`config.mk`:
```
export PLATFORM = sky130hd
export DESIGN_NAME = wasm_custom_section_extractor
export DESIGN_NICKNAME = d
export VERILOG_FILES = /design/src/hw/rtl/wcse_pkg.sv /design/src/hw/rtl/wasm_custom_section_extractor.sv /design/src/hw/rtl/wcse_core.sv
export SDC_FILE = /design/constraint.sdc
export NUM_CORES = 1
export LEC_CHECK = 0
export ABC_AREA = 1
export BUFFER_PORTS_ARGS = -buffer_cell sky130_fd_sc_hd__buf_2
export CAP_MARGIN = 20
export CORE_MARGIN = 2
export CORE_UTILIZATION = 56
export DETAILED_ROUTE_END_ITERATION = 10
export GPL_TIMING_DRIVEN = 0
export PLACE_DENSITY = 0.78
export SYNTH_ARGS = -nofsm -noshare
export SYNTH_HDL_FRONTEND = slang
export SYNTH_HIERARCHICAL = 1
export SYNTH_SLANG_ARGS = --single-unit
```
`constraint.sdc`:
```
create_clock -name clk -period 3.4 [get_ports clk]
set_clock_uncertainty 0.15 [all_clocks]
set_input_delay 0.68 -clock clk [delete_from_list [all_inputs] [get_ports clk]]
set_output_delay 0.68 -clock clk [all_outputs]
set_load 0.02 [all_outputs]
```
`src/hw/rtl/wcse_pkg.sv`:
```
// Shared types and constants for the WebAssembly custom section extractor.
// No dependencies; used by wcse_core and wasm_custom_section_extractor.
`timescale 1ns / 1ps

package wcse_pkg;

	localparam int HEADER_BYTES   = 8;   // module magic + version, skipped unchecked
	localparam int HDR_CNT_W      = 4;
	localparam int NAME_MAX_BYTES = 8;
	localparam int NAME_IDX_W     = 4;
	localparam int NAME_LEN_W     = 4;
	localparam int NAME_BITS      = 64;
	localparam int LEB_DATA_BITS  = 7;
	localparam int LEB_MAX_SHIFT  = 63;
	localparam int LEB_SHIFT_W    = 6;

	typedef enum logic [1:0] {
		ST_PROGRESS  = 2'd0,
		ST_FOUND     = 2'd1,
		ST_NOT_FOUND = 2'd2,
		ST_BAD       = 2'd3
	} status_t;

	// one result beat from the parser
	typedef struct packed {
		logic       valid;
		logic [7:0] data;
		logic       is_payload;
		logic       final_item;
		status_t    status;
	} res_t;

endpackage

```
`src/hw/rtl/wasm_custom_section_extractor.sv`:
```
// Top level: stream ports, configuration registers, input and result registers.
// Depends on wcse_pkg and wcse_core.
`timescale 1ns / 1ps

// Path: each accepted byte goes through the input register, then the result
//   register, before its result beat shows on m_*; while the result register
//   is held, the byte waits in the input register.
// Throughput: one module byte per cycle; only the result register backpressures.
// Reset (arst_n low, async): parse state to header phase, no beats held,
//   target_name = 0, target_name_length = 7. Payload data regs are not reset.
module wasm_custom_section_extractor #(
	parameter int LENGTH_BITS = 32
) (
	input  logic        clk,
	input  logic        arst_n,
	// input stream
	input  logic        s_tvalid,
	output logic        s_tready,
	input  logic [7:0]  s_tdata,   // [7:0] module_byte
	input  logic        s_tlast,   // end_of_module
	// result stream
	output logic        m_tvalid,
	input  logic        m_tready,
	output logic [15:0] m_tdata,   // [7:0] payload_byte, [9:8] scan_status, rest zero
	output logic        m_tlast,   // final_item
	output logic        m_tuser,   // is_payload
	// configuration
	input  logic        cfg_we,
	input  logic        cfg_addr,
	input  logic [63:0] cfg_wdata
);

	localparam logic REG_TARGET_NAME = 1'b0;
	localparam logic REG_TARGET_LEN  = 1'b1;

	// config registers
	logic [wcse_pkg::NAME_BITS-1:0]  target_name_q;
	logic [wcse_pkg::NAME_LEN_W-1:0] target_len_q;

	always_ff @(posedge clk or negedge arst_n) begin
		if (!arst_n) begin
			target_name_q <= '0;
			target_len_q  <= wcse_pkg::NAME_LEN_W'(7);
		end else if (cfg_we) begin
			case (cfg_addr)
				REG_TARGET_NAME: target_name_q <= cfg_wdata;
				REG_TARGET_LEN:  target_len_q  <= cfg_wdata[wcse_pkg::NAME_LEN_W-1:0];
				default:         target_name_q <= target_name_q;
			endcase
		end
	end

	// input register
	logic       in_valid_s1;
	logic [7:0] in_byte_s1;
	logic       in_last_s1;

	// result register
	logic              out_valid_s2;
	logic [7:0]        out_data_s2;
	logic              out_payload_s2;
	logic              out_last_s2;
	wcse_pkg::status_t out_status_s2;

	wcse_pkg::res_t res;
	logic           adv;

	// the held byte moves on once the result slot is free or draining
	assign adv      = in_valid_s1 && (!out_valid_s2 || m_tready);
	assign s_tready = !in_valid_s1 || adv;

	always_ff @(posedge clk or negedge arst_n) begin
		if (!arst_n) begin
			in_valid_s1 <= 1'b0;
		end else if (s_tready) begin
			in_valid_s1 <= s_tvalid;
		end
	end

	always_ff @(posedge clk) begin
		if (s_tready && s_tvalid) begin
			in_byte_s1 <= s_tdata;
			in_last_s1 <= s_tlast;
		end
	end

	wcse_core #(
		.LENGTH_BITS(LENGTH_BITS)
	) u_core (
		.clk               (clk),
		.arst_n            (arst_n),
		.step              (adv),
		.module_byte       (in_byte_s1),
		.end_of_module     (in_last_s1),
		.target_name       (target_name_q),
		.target_name_length(target_len_q),
		.res               (res)
	);

	always_ff @(posedge clk or negedge arst_n) begin
		if (!arst_n) begin
			out_valid_s2 <= 1'b0;
		end else if (adv) begin
			out_valid_s2 <= res.valid;
		end else if (m_tready) begin
			out_valid_s2 <= 1'b0;
		end
	end

	always_ff @(posedge clk) begin
		if (adv && res.valid) begin
			out_data_s2    <= res.data;
			out_payload_s2 <= res.is_payload;
			out_last_s2    <= res.final_item;
			out_status_s2  <= res.status;
		end
	end

	assign m_tvalid = out_valid_s2;
	assign m_tdata  = {6'd0, out_status_s2, out_data_s2};
	assign m_tlast  = out_last_s2;
	assign m_tuser  = out_payload_s2;

	// a beat without payload exists only for the last byte
	a_nopay_final: assert property (@(posedge clk) disable iff (!arst_n)
		m_tvalid && !m_tuser |-> m_tlast)
		else $error("non-payload beat that is not final");

	a_status_mid: assert property (@(posedge clk) disable iff (!arst_n)
		m_tvalid && !m_tlast |-> m_tdata[9:8] == wcse_pkg::ST_PROGRESS)
		else $error("status reported before the last byte");

	a_nopay_zero: assert property (@(posedge clk) disable iff (!arst_n)
		m_tvalid && !m_tuser |-> m_tdata[7:0] == 8'd0)
		else $error("data on a beat without payload");

endmodule

```
`src/hw/rtl/wcse_core.sv`:
```
// Section parser: parse state registers and the per-byte next-state logic.
// Depends on wcse_pkg.
`timescale 1ns / 1ps

module wcse_core #(
	parameter int LENGTH_BITS = 32
) (
	input  logic                            clk,
	input  logic                            arst_n,
	input  logic                            step,
	input  logic [7:0]                      module_byte,
	input  logic                            end_of_module,
	input  logic [wcse_pkg::NAME_BITS-1:0]  target_name,
	input  logic [wcse_pkg::NAME_LEN_W-1:0] target_name_length,
	output wcse_pkg::res_t                  res
);

	localparam int WIDE_W = wcse_pkg::LEB_DATA_BITS + wcse_pkg::LEB_MAX_SHIFT;

	typedef enum logic [2:0] {
		PH_HEADER     = 3'd0,
		PH_ID         = 3'd1,
		PH_LEN_CUSTOM = 3'd2,
		PH_LEN_OTHER  = 3'd3,
		PH_NAME_LEN   = 3'd4,
		PH_NAME       = 3'd5,
		PH_PAYLOAD    = 3'd6,
		PH_SKIP       = 3'd7
	} phase_t;

	phase_t                              phase_q, phase_d;
	logic [wcse_pkg::HDR_CNT_W-1:0]      hdr_cnt_q, hdr_cnt_d;
	logic [LENGTH_BITS-1:0]              acc_q, acc_d;
	logic [wcse_pkg::LEB_SHIFT_W-1:0]    shift_q, shift_d;
	logic [LENGTH_BITS-1:0]              sec_rem_q, sec_rem_d;
	logic [LENGTH_BITS-1:0]              name_rem_q, name_rem_d;
	logic [wcse_pkg::NAME_IDX_W-1:0]     name_idx_q, name_idx_d;
	logic                                match_q, match_d;
	wcse_pkg::status_t                   outcome_q, outcome_d;

	// ULEB128 byte step
	logic [WIDE_W-1:0]                   leb_wide;
	logic [LENGTH_BITS-1:0]              leb_acc;
	logic [wcse_pkg::LEB_SHIFT_W:0]      leb_shift_sum;
	logic                                leb_err;
	logic                                leb_done;

	always_comb begin
		leb_wide      = WIDE_W'(module_byte[6:0]) << shift_q;
		leb_acc       = acc_q | leb_wide[LENGTH_BITS-1:0];
		leb_shift_sum = {1'b0, shift_q} + (wcse_pkg::LEB_SHIFT_W+1)'(wcse_pkg::LEB_DATA_BITS);
		leb_done      = !module_byte[7];
		// value bit past the counter width, or shift beyond 63
		leb_err       = (|leb_wide[WIDE_W-1:LENGTH_BITS]) ||
			(module_byte[7] &&
			 (leb_shift_sum > (wcse_pkg::LEB_SHIFT_W+1)'(wcse_pkg::LEB_MAX_SHIFT)));
	end

	logic [LENGTH_BITS-1:0]         sec_dec;
	logic [LENGTH_BITS-1:0]         name_dec;
	logic                           name_ok_len;
	logic                           byte_match;
	logic                           match_new;
	logic                           emit;
	logic [wcse_pkg::HDR_CNT_W-1:0] hdr_inc;

	always_comb begin
		sec_dec     = sec_rem_q - LENGTH_BITS'(1);
		name_dec    = name_rem_q - LENGTH_BITS'(1);
		hdr_inc     = hdr_cnt_q + wcse_pkg::HDR_CNT_W'(1);
		name_ok_len = (target_name_length <= wcse_pkg::NAME_LEN_W'(wcse_pkg::NAME_MAX_BYTES)) &&
			(leb_acc == LENGTH_BITS'(target_name_length));
		byte_match  = !name_idx_q[wcse_pkg::NAME_IDX_W-1] &&
			(target_name[{name_idx_q[2:0], 3'b000} +: 8] == module_byte);
		match_new   = match_q && byte_match;

		phase_d    = phase_q;
		hdr_cnt_d  = hdr_cnt_q;
		acc_d      = acc_q;
		shift_d    = shift_q;
		sec_rem_d  = sec_rem_q;
		name_rem_d = name_rem_q;
		name_idx_d = name_idx_q;
		match_d    = match_q;
		outcome_d  = outcome_q;
		emit       = 1'b0;

		if (step && outcome_q == wcse_pkg::ST_PROGRESS) begin
			case (phase_q)
				PH_HEADER: begin
					hdr_cnt_d = hdr_inc;
					if (hdr_inc >= wcse_pkg::HDR_CNT_W'(wcse_pkg::HEADER_BYTES)) begin
						phase_d = PH_ID;
					end
				end
				PH_ID: begin
					acc_d   = '0;
					shift_d = '0;
					phase_d = (module_byte == 8'd0) ? PH_LEN_CUSTOM : PH_LEN_OTHER;
				end
				PH_LEN_CUSTOM, PH_LEN_OTHER: begin
					if (leb_err) begin
						outcome_d = wcse_pkg::ST_BAD;
					end else if (!leb_done) begin
						acc_d   = leb_acc;
						shift_d = leb_shift_sum[wcse_pkg::LEB_SHIFT_W-1:0];
					end else begin
						sec_rem_d = leb_acc;
						if (phase_q == PH_LEN_CUSTOM) begin
							acc_d   = '0;
							shift_d = '0;
							phase_d = PH_NAME_LEN;
						end else begin
							acc_d   = leb_acc;
							phase_d = (leb_acc == '0) ? PH_ID : PH_SKIP;
						end
					end
				end
				PH_NAME_LEN: begin
					if (sec_rem_q == '0) begin
						outcome_d = wcse_pkg::ST_BAD;
					end else begin
						sec_rem_d = sec_dec;
						if (leb_err) begin
							outcome_d = wcse_pkg::ST_BAD;
						end else if (!leb_done) begin
							acc_d   = leb_acc;
							shift_d = leb_shift_sum[wcse_pkg::LEB_SHIFT_W-1:0];
						end else if (leb_acc > sec_dec) begin
							outcome_d = wcse_pkg::ST_BAD;
						end else begin
							acc_d      = leb_acc;
							name_rem_d = leb_acc;
							name_idx_d = '0;
							match_d    = name_ok_len;
							if (leb_acc != '0) begin
								phase_d = PH_NAME;
							end else if (name_ok_len) begin
								if (sec_dec == '0) outcome_d = wcse_pkg::ST_FOUND;
								else               phase_d   = PH_PAYLOAD;
							end else begin
								phase_d = (sec_dec == '0) ? PH_ID : PH_SKIP;
							end
						end
					end
				end
				PH_NAME: begin
					match_d = match_new;
					if (!name_idx_q[wcse_pkg::NAME_IDX_W-1]) begin
						name_idx_d = name_idx_q + wcse_pkg::NAME_IDX_W'(1);
					end
					sec_rem_d  = sec_dec;
					name_rem_d = name_dec;
					if (name_dec == '0) begin
						if (match_new) begin
							if (sec_dec == '0) outcome_d = wcse_pkg::ST_FOUND;
							else               phase_d   = PH_PAYLOAD;
						end else begin
							phase_d = (sec_dec == '0) ? PH_ID : PH_SKIP;
						end
					end
				end
				PH_PAYLOAD: begin
					emit      = 1'b1;
					sec_rem_d = sec_dec;
					if (sec_dec == '0) outcome_d = wcse_pkg::ST_FOUND;
				end
				PH_SKIP: begin
					sec_rem_d = sec_dec;
					if (sec_dec == '0) phase_d = PH_ID;
				end
				default: begin
					phase_d = PH_HEADER;
				end
			endcase
		end

		res.valid      = step && (emit || end_of_module);
		res.data       = emit ? module_byte : 8'd0;
		res.is_payload = emit;
		res.final_item = end_of_module;
		res.status     = wcse_pkg::ST_PROGRESS;
		if (end_of_module) begin
			if (outcome_d != wcse_pkg::ST_PROGRESS) res.status = outcome_d;
			else if (phase_d == PH_ID)              res.status = wcse_pkg::ST_NOT_FOUND;
			else                                    res.status = wcse_pkg::ST_BAD;
		end
	end

	always_ff @(posedge clk or negedge arst_n) begin
		if (!arst_n) begin
			phase_q    <= PH_HEADER;
			hdr_cnt_q  <= '0;
			acc_q      <= '0;
			shift_q    <= '0;
			sec_rem_q  <= '0;
			name_rem_q <= '0;
			name_idx_q <= '0;
			match_q    <= 1'b1;
			outcome_q  <= wcse_pkg::ST_PROGRESS;
		end else if (step && end_of_module) begin
			// last byte: back to reset parse state for the next module
			phase_q    <= PH_HEADER;
			hdr_cnt_q  <= '0;
			acc_q      <= '0;
			shift_q    <= '0;
			sec_rem_q  <= '0;
			name_rem_q <= '0;
			name_idx_q <= '0;
			match_q    <= 1'b1;
			outcome_q  <= wcse_pkg::ST_PROGRESS;
		end else begin
			phase_q    <= phase_d;
			hdr_cnt_q  <= hdr_cnt_d;
			acc_q      <= acc_d;
			shift_q    <= shift_d;
			sec_rem_q  <= sec_rem_d;
			name_rem_q <= name_rem_d;
			name_idx_q <= name_idx_d;
			match_q    <= match_d;
			outcome_q  <= outcome_d;
		end
	end

	a_restart: assert property (@(posedge clk) disable iff (!arst_n)
		step && end_of_module |=> phase_q == PH_HEADER && outcome_q == wcse_pkg::ST_PROGRESS)
		else $error("parse state not cleared after last byte");

	a_hdr_range: assert property (@(posedge clk) disable iff (!arst_n)
		hdr_cnt_q <= wcse_pkg::HDR_CNT_W'(wcse_pkg::HEADER_BYTES))
		else $error("header count past header length");

	a_body_left: assert property (@(posedge clk) disable iff (!arst_n)
		outcome_q == wcse_pkg::ST_PROGRESS && (phase_q == PH_PAYLOAD || phase_q == PH_SKIP)
		|-> sec_rem_q != '0)
		else $error("in section body with nothing left");

endmodule
```
==> qor.yml <==
cts:
  cts_tree: "done"
  clk_path_buf_depth: 3
  cts_sinks: 207
  clkLatencyLatePin_ns: 0.55
  clk_pin_slew_ns: 0.06
  cts_root_buf: "clkbuf_16"
  htreeDepth: 1
  numCtsBuffers: 24
critical_path:
  cp_common_cell: "nand2_2"
  path_cells: "nor2_2 > nand2_2 > nor2_4 > nand2_2 > xor2_2 > ha_1 > a21oi_1 > o221ai_2 > a21oi_2 > nor3_1 > nor2_1 > nand2_1 > nand2_2 > nand2_2 > nand2_2 > nand2_4 > nor2_8 > buf_12 > nand2_8 > nor2_4 > a211oi_2"
  cp-end-kind: "flip-flop"
  start_kind: "flip-flop"
  arrival_ns: 3.96
  cp_max_fo: 6
  worstSetupPathType: "reg2reg"
  max_stage_delay_ns: 0.45
  cpMaxStageDelayCell: "dfrtp_2"
  required_ns: 3.66
sta:
  rsz0062_at_grt: "yes"
  hold_viol: 0
  tightest_slew_ns: 0.959
  period_minus_slack_ns: 3.71
  setup_viol: 81
  hold_slack_ns: 0.160
  relSlewSlack: 0.361
  timing.final.ws_setup_ns: -0.305
  finalMaxSlewViolations: 0
  max_freq_ghz: 0.270
  period_share: 1.09
global_routing:
  grt_pass1_wl_microns: 78700
  grt_max_degree: 119
  overflow: 0
  first_global_vias: 15100
  antenna_found_initial: 0
  grt_usage: 0.351
cells_and_area:
  final_nets: 2458
  syn2layout_area_growth_pct: 24.5
  final_cell_mix: "nand2_1, nor2_1, inv_1"
  num_antenna_cells: 0
  drive_gt1_frac: 0.253
  stdcell_area_sq_um: 18500
  mostFrequentLayoutCell: "nand2_1"
drt:
  routed_wl_microns: 51400
  route.detailed.drc: 0
  route.detailed.wl_per_inst_microns: 19.1
  first_pass_iters: 7
  drt-initial-drc-count: 1778
  num_vias: 16000
  drtAntennaViolNets: 0
  viasPerCell: 5.95
logic_synthesis:
  synth_flop_cell: "dfrtp_1"
  synth_top_area_frac: 0.306
  syn_area_sq_um: 14900
  synth_area_leaders: "dfrtp_1, nand2_1, nor2_1"
  ys_warn_count: 6
  synth_seq_cells: 207
  ys_seq_area_frac: 0.355
  async_flop_share: 0.899
  synth.distinct_cells: 58
  synth_edf_count: 21
  syn_inst: 2147
  synth.avg_cell_area_sq_um: 6.94
  yosysTopAreaCell: "dfrtp_1"
floorplan:
  pin_count: 99
  std_cell_rows: 59
  initial_core_util: 0.572
  dieArea_sq_um: 27900
  die_x_microns: 167
  die_h_microns: 167
  core_sq_um: 26100
placed_design:
  dp_slack_ns: -0.805
  port_buffers: 91
  post_dp_cell_area_sq_um: 15800
  dp_hpwl_microns: 36700
  gp_congestion: 0.996
power:
  p_int_w: 0.00853
  p_sw_w: 0.00926
  combPwrFrac: 0.650
  sw_frac_of_total: 0.521
  power.density_nw_per_um2: 959
  p_seq_frac: 0.202
  peakVddDrop_mv: 0.737
  p_clk_frac: 0.148
  p_leak_nw: 9.10
status:
  status: "complete, but fails checks"
  violations: "setup timing"
min_path:
  min_path_type: "in2reg"
flow_run:
  drv_cap: 0
## timing repair
item / in CTS / in global routing
pin swaps: 42 / 56
buffers inserted: 42 / 25
cloned: 0 / 3
hold buffers: 1 / 0
gates resized for setup: 174 / 198
endpoints found under the setup margin: 108 / 126
endpoints found under the hold margin: 62 / 0
## layer usage
layer	GRT usage	wire, microns
met5	0	0
met2	0.543	22900
met4	0.181	2960
met3	0.0563	4390
met1	0.478	21100
## sequential cells by signal, summed over array words and instances, names as in the netlist
name and flops:
u_core/match_q 1, u_core/name_rem_q 32, u_core/hdr_cnt_q 4, in_valid_s1 1
m_tlast 1, u_core/outcome_q 2, out_status_s2 2, m_tvalid 1
target_name_q 64, u_core/shift_q 6, m_tuser 1, u_core/sec_rem_q 32
out_data_s2 8, in_last_s1 1, u_core/acc_q 32, in_byte_s1 8
target_len_q 4, u_core/phase_q 3, u_core/name_idx_q 4
## cells in the mapped netlist (6+ instances only)
cell,number
nand2_1,646
nor2_1,290
inv_1,188
dfrtp_1,182
nand3_1,182
o21ai_0,118
nand3_2,55
nand4_1,47
o21ai_1,42
ha_1,39
clkbuf_1,36
o22ai_1,36
a21oi_1,32
xor2_1,31
o211ai_1,22
edfxtp_1,21
buf_2,18
buf_4,17
nor3_1,17
o21ai_2,13
o2111ai_1,12
buf_6,9
nand2_2,7
nor2_2,7
inv_2,6
## cell type report
cell class	count	area (sq um)
Buffer	96	782
Clock buffer	27	643
Clock inverter	16	164
Fill cell	2099	7510
Inverter	201	779
Multi-Input combinational cell	1647	9360
Sequential cell	207	5300
Tap cell	335	419
Timing Repair Buffer	162	1090
Timing Repair inverter	1	6.26
## final timing paths
check                      depth (start not counted)  slack, ns                 from              endpoint
setup reg to reg                                  21      -0.31  u_core/sec_rem_q[2]  u_core/name_idx_q[1]
hold reg to reg                                    2       0.32    target_name_q[11]     target_name_q[11]
hold / removal                                     1       0.16           s_tdata[3]         in_byte_s1[3]
setup / recovery                                  21      -0.31  u_core/sec_rem_q[2]  u_core/name_idx_q[1]
min in group asynchronous                          2       0.55               arst_n  u_core/sec_rem_q[21]
max in group asynchronous                          3       1.57               arst_n     target_name_q[40]
## through the flow
step           total power [W]  std cells  setup TNS [ns]   util
2_1_floorplan          0.00994       2152               0      -
3_3_place_gp            0.0123       2578         -342.70  0.606
3_5_place_dp            0.0125       2579          -58.71  0.607
4_1_cts                 0.0163       2664          -10.83  0.676
5_1_grt                 0.0189       2692          -32.85  0.712
6_report                0.0178       2692          -18.62  0.712
## power groups by stage
stage	Clock [W]	Sequential (W)	Combinational (W)
CTS	0.00265	0.00353	0.0101
global placement	0	0.00353	0.00874
finish	0.00262	0.00360	0.0116
floorplan	0	0.00341	0.00653
global route	0.00273	0.00365	0.0126
detailed placement	0	0.00353	0.00892
## worst max-delay path, delay by kind of cell, from the launching register on
| family | cells | cell delay (ns) |
|---|---|---|
| AOI/OAI and AO/OA | 4 | 0.51 |
| xor gates and xnor gates | 1 | 0.38 |
| adders and majority gates | 1 | 0.35 |
| buffers and inverters | 1 | 0.18 |
| DFF | 1 | 0.45 |
| and+or+nand+nor | 14 | 1.56 |
## cells by family (layout without fill, tap and decap cells)
group           count (synthesis)  after routing  synth area share
fa+ha+maj                      39             39            0.0328
other cells                     1              6          0.000252
compound gates                296            296             0.117
buf+inv                       298            503            0.0967
simple gates                 1272           1272             0.378
flops                         207            207             0.355
xor+xnor                       34             34            0.0205
Note: power is estimated with default switching activity, not from simulation.
